===== src/design/c2s_sqrt_cell.sv =====
// ----------------------------------------------------------------------------
// c2s_sqrt_cell: one digit of a restoring integer square root
// Takes the next two radicand bits and settles one root bit per cycle.
// ----------------------------------------------------------------------------
module c2s_sqrt_cell #(
  parameter int ROOT_W = 16,
  parameter int RAD_W  = 32
) (
  input  logic              clk_i,
  input  logic [ROOT_W:0]   rem_i,
  input  logic [ROOT_W-1:0] root_i,
  input  logic [RAD_W-1:0]  rad_i,
  output logic [ROOT_W:0]   rem_o,
  output logic [ROOT_W-1:0] root_o,
  output logic [RAD_W-1:0]  rad_o
);

  logic [ROOT_W+2:0] rem_sh;
  logic [ROOT_W+2:0] trial;
  logic [ROOT_W+2:0] diff;
  logic              fits;
  logic [ROOT_W:0]   rem_d, rem_q;
  logic [ROOT_W-1:0] root_d, root_q;
  logic [RAD_W-1:0]  rad_d, rad_q;

  always_comb begin
    rem_sh = {rem_i, rad_i[RAD_W-1 -: 2]};
    trial  = {1'b0, root_i, 2'b01};
    diff   = rem_sh - trial;
    fits   = rem_sh >= trial;
    rem_d  = fits ? diff[ROOT_W:0] : rem_sh[ROOT_W:0];
    root_d = {root_i[ROOT_W-2:0], fits};
    rad_d  = {rad_i[RAD_W-3:0], 2'b00};
  end

  always_ff @(posedge clk_i) begin
    rem_q  <= rem_d;
    root_q <= root_d;
    rad_q  <= rad_d;
  end

  assign rem_o  = rem_q;
  assign root_o = root_q;
  assign rad_o  = rad_q;

endmodule


===== config.mk =====
export PLATFORM = sky130hd
export DESIGN_NAME = c2s_sqrt_cell
export DESIGN_NICKNAME = d
export VERILOG_FILES = /design/src/design/c2s_sqrt_cell.sv
export SDC_FILE = /design/constraint.sdc
export NUM_CORES = 1
export LEC_CHECK = 0
export ABC_AREA = 1
export BUFFER_PORTS_ARGS = -buffer_cell sky130_fd_sc_hd__buf_2
export CAP_MARGIN = 20
export CELL_PAD_IN_SITES_DETAIL_PLACEMENT = 1
export CELL_PAD_IN_SITES_GLOBAL_PLACEMENT = 1
export CORE_ASPECT_RATIO = 0.6
export CORE_MARGIN = 5
export CORE_UTILIZATION = 35
export DETAILED_ROUTE_END_ITERATION = 7
export PLACE_DENSITY = 0.9
export SLEW_MARGIN = 30
export SYNTH_ARGS = -nofsm -noshare
export SYNTH_HDL_FRONTEND = slang
export SYNTH_SLANG_ARGS = --single-unit

===== constraint.sdc =====
create_clock -name clk_i -period 3.1 [get_ports clk_i]
set_input_delay 0.31 -clock clk_i [delete_from_list [all_inputs] [get_ports clk_i]]
set_output_delay 0.31 -clock clk_i [all_outputs]
set_load 0.05 [all_outputs]

==> Yosys cells after proc, flatten, opt, wreduce, memory -nomap -nowiden <==
Cells that the tools add are included.
W data, S select, Z words.
{ "op_classes": {"n_addsub": 1, "order_cmp": 1, "n_mux": 1} }
{ "ops": {"columns": ["op", "count"], "rows": [
  ["$ge A19 B18 Y1", 1],
  ["$mux W17", 1],
  ["$sub A17 B17 Y17", 1]
]} }
{ "totals": {"register_bits": 63, "output_inout_bits": 65, "word_cells": 6} }

==> Depth between registers and ports, before layout <==
{ "logic_depth": {"word_depth": 2, "mapped_depth": 13, "depth_no_buf": 13} }

==> Worst setup path before layout <==
Ideal clock, no wire load.
{ "synth_timing": {"path_type": "in2reg", "startpoint": "input root_i[8]", "endpoint": "register rem_q[4], in the netlist rem_o[4]", "t_arrival_ns": 1.540, "setup_slack_ns": 1.449, "stages": 13, "path_cell_list": "inv_1 ha_1 nand2_2 inv_2 nand2_1 nand2_1 inv_2 nand3_4 nand2_8 nand2_8 buf_12 nand2_2 nand2_2"} }
{ "synth_between": {"elab_chain_len": 2} }
{ "synth_rtl": {"columns": ["element", "line_no", "rtl"], "rows": [
  ["start: declaration", "11", "input logic [ROOT_W-1:0] root_i,"],
  ["$ge A19 B18 Y1", "30", "fits = rem_sh >= trial;"],
  ["named net fits", "21", "logic fits;"],
  ["$mux W17", "31", "rem_d = fits ? diff[ROOT_W:0] : rem_sh[ROOT_W:0];"],
  ["named net rem_d[4]", "22", "logic [ROOT_W:0] rem_d, rem_q;"],
  ["end signal: assignment", "37", "rem_q <= rem_d;"],
  ["end: declaration", "22", null]
]} }
The timed path passes the listed nets, and every way through them passes these cells.

==> Worst setup path after layout <==
{ "layout_timing": {"startpoint": "input rem_i[10]", "endpoint": "register rem_q[7], in the netlist rem_o[7]"} }
{ "layout_between": {"elab_chain_len": 2} }
{ "layout_rtl": {"columns": ["element", "line_no", "rtl"], "rows": [
  ["start: declaration", "10", "input logic [ROOT_W:0] rem_i,"],
  ["$ge A19 B18 Y1", "30", null],
  ["$mux W17", "31", null],
  ["named net rem_d[7]", "22", null]
]} }
The timed path passes the listed nets, and every way through them passes these cells.

==> flow_summary.ini <==
[power]
total_leakage_power_uw = 0.00224
total_power_uw = 2720
p_int_uw = 1780
vdd_drop_max_mv = 0.296
power.density_cell_area_mw_per_mm2 = 700
seqPwrFrac_pct = 33.2
power_dissipated_by_switching_net_loads_uw = 935
clockPowerShare_pct = 40.7
swShare_pct = 34.4
power_frac_comb_pct = 26.2

[hold_path]
timing.hold.worst.start = rad_i[0]
holdCritPathClass = input pin to register
hold-path-cell-count = 1
timing.hold.worst_endpoint = rad_o[2]

[clock_network]
cts_num_sinks = 63
post_cts_resize_count = 0
cts_buffer_depth = 2
clk_pin_slew_ns = 0.05
cts_tree = done
post_cts.repair.setup_buffers = 0
cts_inserted_buffers = 9
cts_htree_levels = 3
clock_tree.root_cell = clkbuf_16
postCtsHoldBufs = 0

[floorplanning]
fp.coreArea_sq_mm = 0.00785
die-height_microns = 79.6
num_rows = 25
floorplan.initialDensity_pct = 36.0
floorplan.die_area_sq_mm = 0.0100
die_w_microns = 126
ios = 131

[setup_path]
cpPeakStageDelay_ns = 0.52
setup.worst_path.class = input pin to register
end_kind = register
worst-endpoint-arrival_ns = 2.18
worst_setup_path_start_kind = input pin
worst-path-buf-inv = 1
critical_path_fanouts_max = 18
worst_ep_required_time_ns = 3.32
critPathTopFamily = simple AND/OR/NAND/NOR gates
cpMostUsedCell = nand2_1
worst_path_cell_with_the_longest_stage_delay = nor2_4
timing.critical_path.cells = buf_2, ha_1, nand2_1, nand2_1, nand2_1, a21oi_2, nor2_4, nand2_8, nand2_2, nand2_1

[timing]
rsz0062_at_grt = false
worst_slew_pin_slew_ns = 0.629
setup_viol = 0
timing.final.hold_violations = 0
tns_ns = 0
min_period_over_period_pct = 63.0
fmax_ghz = 0.512
slew_viol_final = 0
post-route-min-period_ns = 1.95
timing.slew.headroom_pct = 58.0

[route]
drt_iter0_drc = 113
post_drt_via_cell_ratio = 4.51
detail-route-antenna-nets = 0
postRouteWirelength_mm = 8.87
first_pass_iters = 7
route.vias.total = 2741
route.detailed.drc = 0
wl_per_cell_microns = 14.6

[global_route]
globalRouteOverflowTotal = 0
initial_antenna_violation_count = 0
grt.total_usage_pct = 17.9
grt_max_degree = 19
grt_pass1_wl_mm = 14.0
first_global_vias = 2870

[outcome]
status = completed

[placement]
post-dp-hpwl_mm = 6.91
placement.io_buffers = 128
gpl.final_weighted_congestion = 0.849

[finish]
final_layout_size_suffix_gt1_share_pct = 35.8
fin_nets = 579
fill_cells = 1043
area_delta_synth_final_pct = 37.5
antenna-diode-count = 0

[yosys]
synth_top_cell_area_share_pct = 44.7
synthesis.yosys.warnings = 0
post-synth-top-area-cell = dfxtp_1
synth.cell_area_sq_mm = 0.00282
netlist_instances = 360
synth_cell_type_count = 25
synth.area.top_cells = dfxtp_1 45%, nand2_1 15%, inv_1 8.2%, ha_1 8.0%, nand3_1 5.3%
synth-seq-cells = 63
synth.avg_cell_area_sq_um = 7.84
sequential_area_share_after_synthesis_pct = 44.7

[job]
number_of_max_capacitance_violations_reported = 0
placed cells by master (no fill, tap or decap):
master | synthesis | final
nand3b_2 | 1 | 1
clkinv_4 | 0 | 1
inv_6 | 0 | 3
xnor2_1 | 2 | 2
nand3_4 | 1 | 1
nand3_2 | 1 | 1
conb_1 | 1 | 2
or2_2 | 1 | 1
inv_1 | 62 | 62
nor2_4 | 4 | 4
nor2_1 | 6 | 6
nand2_2 | 17 | 17
a21oi_1 | 11 | 11
inv_2 | 4 | 4
nand3_1 | 30 | 30
dfxtp_1 | 63 | 63
clkinvlp_4 | 0 | 1
nand4_1 | 3 | 3
xor2_1 | 5 | 5
ha_1 | 18 | 18
nor3_1 | 3 | 3
nor2_2 | 2 | 2
o21bai_4 | 1 | 1
clkbuf_16 | 0 | 9
bufinv_16 | 0 | 2
nand2_8 | 2 | 2
buf_2 | 0 | 128
nand2_1 | 116 | 116
a21oi_2 | 1 | 1
how the worst max path moves through the flow:
stage	startpoint	to	slack [ns]	cells after the start
floorplan	root_i[8]	rem_o[4]	1.45	13
global placement	rem_i[7]	rem_o[15]	0.91	10
detailed placement	root_i[12]	rem_o[16]	0.88	9
CTS	root_i[10]	rem_o[7]	1.19	11
global route	root_i[10]	rem_o[14]	1.04	11
finish	rem_i[10]	rem_o[7]	1.15	10
cells in the mapped netlist:
| cell type | n |
|---|---|
| a21oi_1 | 11 |
| a21oi_2 | 1 |
| buf_12 | 1 |
| buf_4 | 4 |
| conb_1 | 1 |
| dfxtp_1 | 63 |
| ha_1 | 18 |
| inv_1 | 62 |
| inv_2 | 4 |
| nand2_1 | 116 |
| nand2_2 | 17 |
| nand2_8 | 2 |
| nand3_1 | 30 |
| nand3_2 | 1 |
| nand3_4 | 1 |
| nand3b_2 | 1 |
| nand4_1 | 3 |
| nor2_1 | 6 |
| nor2_2 | 2 |
| nor2_4 | 4 |
| nor3_1 | 3 |
| o21bai_4 | 1 |
| or2_2 | 1 |
| xnor2_1 | 2 |
| xor2_1 | 5 |
cell families after synthesis:
| family | synth area share [%] |
|---|---|
| simple gates | 31.6 |
| flops | 44.7 |
| xor+xnor | 2.17 |
| buf+inv | 10.5 |
| fa+ha+maj | 7.98 |
| other cells | 0.133 |
| compound gates | 2.93 |
final cells by class:
class | count | area (sq um) | share of cell area, %
clock buffers | 9 | 225 | 5.80
clock inverters | 7 | 103 | 2.64
inverters | 66 | 248 | 6.39
multi-input cells | 227 | 1270 | 32.7
flip-flops and latches | 63 | 1260 | 32.5
well taps | 108 | 135 | 3.48
repair buffers | 128 | 641 | 16.5
power groups by stage:
stage	combinational (uW)	sequential, uW	clock, uW
after global placement	686	917	0
after floorplan	256	1190	0
after global routing	764	909	1170
after CTS	713	902	1130
after detailed placement	706	918	0
final	711	901	1110
per-layer routing:
metal | part of all wire [%] | routed length, microns | GRT usage, % | vias up
li1 | - | - | - | 1368
met4 | 1.3 | 112 | 5.78 | 0
met5 | 0 | 0 | 0 | -
met2 | 46 | 4050 | 29.2 | 97
met3 | 8.4 | 745 | 6.15 | 12
met1 | 45 | 3970 | 22.4 | 1264
flip-flops by register name (all words and copies together) (netlist names):
name    cells
rem_o      17
rad_o      30
root_o     16
per-stage QoR:
step / area (sq um) / setup slack (ns) / util (%) / instances / hold slack (ns)
global route: 3880 / 1.04 / 49.4 / 608 / 0.0611
global placement: 3550 / 0.906 / 45.2 / 592 / 0.413
CTS: 3880 / 1.19 / 49.4 / 608 / 0.0625
floorplan: 2830 / 1.45 / - / 361 / 0.338
detailed placement: 3550 / 0.882 / 45.2 / 592 / 0.414
finish: 3880 / 1.15 / 49.4 / 608 / 0.0731
Power figures use the tool's default switching activity.
