### config.mk
export PLATFORM = sky130hd
export DESIGN_NAME = c2s_cordic_cell
export DESIGN_NICKNAME = d
export VERILOG_FILES = /design/src/design/c2s_pkg.sv /design/src/design/c2s_cordic_cell.sv
export SDC_FILE = /design/constraint.sdc
export NUM_CORES = 1
export LEC_CHECK = 0
export ABC_AREA = 0
export ABC_CLOCK_PERIOD_IN_PS = 3700
export BUFFER_PORTS_ARGS = -buffer_cell sky130_fd_sc_hd__clkbuf_2
export CAP_MARGIN = 25
export CORE_MARGIN = 2
export CORE_UTILIZATION = 42
export DETAILED_ROUTE_END_ITERATION = 12
export HOLD_SLACK_MARGIN = 0.05
export PLACE_DENSITY = 0.66
export SYNTH_ARGS = -nofsm -noshare
export SYNTH_HDL_FRONTEND = slang
export SYNTH_SLANG_ARGS = --single-unit
### constraint.sdc
create_clock -name clk_i -period 3.7 [get_ports clk_i]
set_input_delay 0.37 -clock clk_i [delete_from_list [all_inputs] [get_ports clk_i]]
set_output_delay 0.37 -clock clk_i [all_outputs]
set_load 0.01 [all_outputs]
### src/design/c2s_pkg.sv
// ----------------------------------------------------------------------------
// c2s_pkg: shared types and constants for the Cartesian to spherical converter
// Word formats, arithmetic widths and the CORDIC arc tangent table.
// ----------------------------------------------------------------------------
package c2s_pkg;

  localparam int COORD_BITS       = 16;
  localparam int DEF_CORDIC_STEPS = 16;

  // Coordinates enter the CORDIC scaled by 2^PRE_SH.
  localparam int PRE_SH     = COORD_BITS - 2;
  localparam int SQ_W       = 2 * COORD_BITS;
  localparam int RAD_ROOT_W = COORD_BITS;
  localparam int RHO_ROOT_W = 2 * COORD_BITS - 2;
  localparam int CORD_W     = 2 * COORD_BITS;

  // Angles run in units of pi/2^31 and leave in units of pi/2^15.
  localparam int ANG_W   = 34;
  localparam int ANG_SH  = 16;
  localparam int TAB_LEN = 32;

  localparam logic [31:0] ATAN_TAB [TAB_LEN] = '{
    32'h20000000, 32'h12E4051E, 32'h09FB385B, 32'h051111D4,
    32'h028B0D43, 32'h0145D7E1, 32'h00A2F61E, 32'h00517C55,
    32'h0028BE53, 32'h00145F2F, 32'h000A2F98, 32'h000517CC,
    32'h00028BE6, 32'h000145F3, 32'h0000A2FA, 32'h0000517D,
    32'h000028BE, 32'h0000145F, 32'h00000A30, 32'h00000518,
    32'h0000028C, 32'h00000146, 32'h000000A3, 32'h00000051,
    32'h00000029, 32'h00000014, 32'h0000000A, 32'h00000005,
    32'h00000003, 32'h00000001, 32'h00000001, 32'h00000000
  };

  localparam logic [31:0] QUARTER_TURN = 32'h4000_0000;

  localparam int AZ_W     = 17;
  localparam int EL_W     = 16;
  localparam int RADIUS_W = 16;
  localparam int AZ_LIM   = 32768;
  localparam int EL_LIM   = 16384;

  typedef struct packed {
    logic signed [COORD_BITS-1:0] x_in;
    logic signed [COORD_BITS-1:0] y_in;
    logic signed [COORD_BITS-1:0] z_in;
  } pt_in_t;

  typedef struct packed {
    logic signed [AZ_W-1:0] azimuth;
    logic signed [EL_W-1:0] elevation;
    logic [RADIUS_W-1:0]    radius;
  } res_t;

endpackage

### src/design/c2s_cordic_cell.sv
// ----------------------------------------------------------------------------
// c2s_cordic_cell: one vectoring micro-rotation
// Turns the vector toward the x axis by atan(2^-STEP) and books the angle.
// ----------------------------------------------------------------------------
module c2s_cordic_cell #(
  parameter int STEP = 0
) (
  input  logic                                clk_i,
  input  logic signed [c2s_pkg::CORD_W-1:0]  x_i,
  input  logic signed [c2s_pkg::CORD_W-1:0]  y_i,
  input  logic signed [c2s_pkg::ANG_W-1:0]   ang_i,
  output logic signed [c2s_pkg::CORD_W-1:0]  x_o,
  output logic signed [c2s_pkg::CORD_W-1:0]  y_o,
  output logic signed [c2s_pkg::ANG_W-1:0]   ang_o
);

  import c2s_pkg::*;

  localparam logic signed [ANG_W-1:0] STEP_ANG = ANG_W'(ATAN_TAB[STEP]);

  logic signed [CORD_W-1:0] dx, dy;
  logic signed [CORD_W-1:0] x_d, x_q, y_d, y_q;
  logic signed [ANG_W-1:0]  ang_d, ang_q;

  always_comb begin
    dx = y_i >>> STEP;
    dy = x_i >>> STEP;
    if (!y_i[CORD_W-1]) begin
      x_d   = x_i + dx;
      y_d   = y_i - dy;
      ang_d = ang_i + STEP_ANG;
    end else begin
      x_d   = x_i - dx;
      y_d   = y_i + dy;
      ang_d = ang_i - STEP_ANG;
    end
  end

  always_ff @(posedge clk_i) begin
    x_q   <= x_d;
    y_q   <= y_d;
    ang_q <= ang_d;
  end

  assign x_o   = x_q;
  assign y_o   = y_q;
  assign ang_o = ang_q;

endmodule

# == Word-level counts from Yosys, hierarchy flattened ==
# Index checks and enable logic that the tools add are counted.
# word_totals
ff_bits,98
latch_bits,0
ram_bits,0
romBits,0
inputBits,99
output_inout_bits,98
wordCells,11
mem_count,0
# classes
addsub,5
n_mul,0
n_div,0
order_cmp,0
eq_ne,0
shift,0
muxes,3
bitwise_logic,0
n_reduce_logical,0
# ops
op,count
$mux 32,2
$sub 32x32->32,2
$add 34x31->34 const B,1
$mux 34,1
$sub 34x31->34 const B,1
$add 32x32->32,1

# == Longest topological paths before layout ==
# logic_depth
depth_word,2
ltp_mapped,13
mapped_depth_nobuf,12

# == Worst setup path before layout ==
# Ideal clock, no wire load.
# synth_path
path_type,input-to-reg
start,input x_i[3] in the netlist's numbering
end,"register x_q[30], in the netlist x_o[30]"
setup_ns,0.122
arrival_ns,3.012
required_time_ns,3.578
path_slack_ns,0.566
stages,12
n_path_buf,1
cell_sequence,inv_1 > ha_1 > buf_6 > or3_4 > o211a_1 > o41a_1 > o21ai_2 > a221oi_2 > o31a_1 > o31a_1 > o32a_1 > xor2_1
# synth_via
elab_chain_cells,2
word_cells_on_any_way,3
cone_classes,2 x add/sub; 1 x mux
# synth_rtl
element,line_no,rtl
"start, declared",c2s_cordic_cell.sv:9,"input logic signed [c2s_pkg::CORD_W-1:0] x_i,"
$add 32x32->32 / $sub 32x32->32 (equally long branches),"c2s_cordic_cell.sv:29, c2s_cordic_cell.sv:33",
$mux 32 *,c2s_cordic_cell.sv:28,if (!y_i[CORD_W-1]) begin
named net x_d[30],c2s_cordic_cell.sv:22,"logic signed [CORD_W-1:0] x_d, x_q, y_d, y_q;"
"end signal, assigned",c2s_cordic_cell.sv:40,x_q <= x_d;
"end, declared",c2s_cordic_cell.sv:22,
# Mark *: on every way through the listed nets, which the timed path passes. The rest lies on a longest branch.

# == Worst setup path after layout ==
# layout_path
start,input x_i[5] in the netlist's numbering
end,"register x_q[28], in the netlist x_o[28]"
# Same word-level chain as after synthesis.

==> impl_metrics.yaml <==
floorplan:
  core.rowCount: 47
  die_y_um: 135
  chipWidth_um: 135
  core_sq_um: 16700
  dieArea_sq_um: 18200
  ios: 197
  start_util_pct: 43.2
worst_setup_path:
  critPathKind: "input port to flip-flop"
  crit_top_cell: "and3_1"
  worst_setup_path_start_kind: "input port"
  required_ps: 3940
  arrival_ps: 3520
  worst_setup_path_end_kind: "flip-flop"
  crit_chain: "clkbuf_2, inv_1, ha_1, and3_1, and3_1, a2111oi_1, o31ai_1, a21boi_1, o21ai_0, a221o_1, a2111oi_0, a21oi_1, xnor2_1"
  cpMaxStageDelayCell: "ha_1"
  crit_fanout: 10
  worst_path_largest_cell_delay_ps: 440
logic_synthesis:
  yosysMostFrequentCell: "a21oi_1"
  synth_edf_count: 0
  synth_common_cells: "a21oi_1, dfxtp_1, ha_1, inv_1, nor2_1"
  synth_warnings: 0
  synth_cell_types: 65
  yosysSeqAreaShare_pct: 26.9
  synthAdderAreaFrac_pct: 17.9
  yosys_register_bits: 97
  synthArstFlopShare_pct: 0
  postSynthCellCount: 906
  syn_area_per_cell_sq_um: 7.96
  synth_top_area_cell: "dfxtp_1"
  synthMuxAreaShare_pct: 1.54
  yosysTopAreaCellShare_pct: 26.9
  synth_top_family_by_area: "compound AO/OA/AOI/OAI gates"
  ys.flop_type: "dfxtp_1"
  syn_area_sq_um: 7210
  synth_compound_area_share_pct: 24.8
  synth_nets: 1106
  synthTopCellsByArea: "dfxtp_1, ha_1, a21oi_1, xnor2_1, inv_1"
  synthSimpleGateAreaFrac_pct: 12.9
  synth_xor_area_share_pct: 7.77
detailed_routing:
  ant_nets: 0
  routed_wl_mm: 21.2
  wl_met2_mm: 9.52
  wl_per_cell_um: 16.0
  drt_first_pass_iters: 7
  vias: 7178
  met3_length_mm: 1.86
  highest_layer: "met4"
  wl_met1_mm: 9.34
  first_iter_violations: 549
  avgViaCountPerCell: 5.43
  post-route-drc-count: 0
sta:
  whs_ps: 109
  rsz0062_at_grt: "false"
  finalSetupViolations: 0
  fin_crit_sh_pct: 88.7
  worst_slew_pin_slew_ps: 625
  hold_violations: 0
  drv_slew: 0
  max_freq_mhz: 305
  post-route-min-period_ps: 3280
  slew-limit-headroom_pct: 58.3
  final.setup.tns_ps: 0
run_status:
  run_status: "complete, no violations"
layout:
  final_area_sq_um: 8740
  post-route-util_pct: 52.4
  drive_above_1_share_pct: 22.4
  area_growth_pct: 21.2
  fillCellCount: 1659
  ff_latch_area_sq_um: 1940
  multi_input_area_sq_um: 4690
  antenna_cells: 0
  nets: 1299
pwr:
  power_density_nw_per_um2: 402
  seq_power_share_pct: 36.6
  power_leakage_nw: 4.34
  power_switching_share_pct: 36.4
  p_int_w: 0.00224
  p_comb_share_pct: 37.8
  power_switching_w: 0.00128
  ir_worst_vdd_uv: 277
  clockPowerShare_pct: 25.6
clock_network:
  root_buffer: "clkbuf_16"
  cts_sinks: 97
  post-cts-setup-buffers: 0
  cts_buffers: 9
  ctsResizeCount: 0
  holdBufCountCts: 0
  cts_max_path_buffers: 2
  cts_max_level: 3
  clk_pin_slew_ps: 70
  cts_tree: "done"
placement:
  gp_congestion: 0.962
  portBuffers: 196
  hpwl_mm: 16.8
  placed_cell_area_sq_um: 8470
global_routing:
  grt_max_degree: 55
  grt_pass1_vias: 6674
  grt_first_pass_wirelength_mm: 33.3
  overflow: 0
  track_usage_pct: 22.9
  antenna_found_initial: 0
worst_hold_path:
  hold_path_class: "input port to flip-flop"
job:
  max_cap_viol_count: 0
## sequential cells by signal (all words and copies together), names as in the netlist
name   cells
x_o       32
ang_o     34
y_o       31
## layout make-up
cell class | count | area share [%]
Clock inverter | 6 | 0.587
Multi-Input combinational cell | 667 | 53.6
Clock buffer | 9 | 2.58
Inverter | 101 | 4.34
Timing Repair Buffer | 223 | 13.5
Sequential cell | 97 | 22.2
Tap cell | 220 | 3.15
## critical path, delay by kind of cell
kind,cells,cell delay (ps)
adders and majority gates,1,440
xor gates and xnor gates,1,150
and+or+nand+nor,2,470
buffers and inverters,2,140
AOI/OAI and AO/OA,7,1940
## cell usage in the layout, fill, tap and decap left out, types with 5 or more instances in the layout
master / Yosys / final
clkbuf_16: 0 / 9
o21bai_1: 20 / 20
nand2b_1: 7 / 7
nor2_1: 77 / 77
o31ai_1: 9 / 9
xor2_1: 7 / 7
inv_1: 96 / 96
xnor2_1: 57 / 57
nor3_1: 14 / 14
nand2_1: 42 / 42
buf_4: 8 / 27
a31oi_1: 9 / 9
nand4_1: 10 / 10
nor4_1: 6 / 6
or3_1: 5 / 5
a211oi_1: 12 / 12
dfxtp_1: 97 / 97
ha_1: 97 / 97
a211o_1: 5 / 5
clkbuf_2: 0 / 196
and3_1: 7 / 7
a21oi_1: 117 / 117
nand3_1: 20 / 20
o21ai_0: 58 / 58
mux2i_1: 10 / 10
a21o_1: 14 / 14
## per-layer routing
layer / track usage, % / up-vias
met2: 37.0 / 377
met4: 7.29 / 0
met5: 0 / -
met3: 4.17 / 42
met1: 31.1 / 3233
li1: - / 3526
## through the flow
stage | worst slack, ps | total power, W | std cells
after floorplan | 566 | 0.00212 | 906
after global placement | 185 | 0.00262 | 1308
after detailed placement | 136 | 0.00262 | 1308
after CTS | 518 | 0.00354 | 1323
after global routing | 337 | 0.00374 | 1323
final | 418 | 0.00351 | 1323
## power groups by stage
stage / clock network (W) / logic (W) / registers [W]
after floorplan: 0 / 0.000710 / 0.00141
after global placement: 0 / 0.00131 / 0.00131
after detailed placement: 0 / 0.00131 / 0.00131
after CTS: 0.000936 / 0.00132 / 0.00129
after global routing: 0.000978 / 0.00145 / 0.00130
final: 0.000898 / 0.00133 / 0.00129
## path summary, 6_finish.rpt
path | start | end | slack [ps] | depth (start not counted)
worst max-delay path | x_i[5] | x_o[28]$_DFF_P_ | 420 | 13
worst min-delay path | ang_i[26] | ang_o[26]$_DFF_P_ | 110 | 1
## cell families (layout without fill, tap and decap cells)
kind of cell	Yosys count	after routing
AO/OA/AOI/OAI	290	290
XOR/XNOR	64	64
adder cells (fa/ha/maj)	101	101
buffers and inverters	142	339
flip-flops	97	97
multiplexers	11	11
AND/OR/NAND/NOR	201	201
No activity file was read; power rests on OpenSTA's default activity.
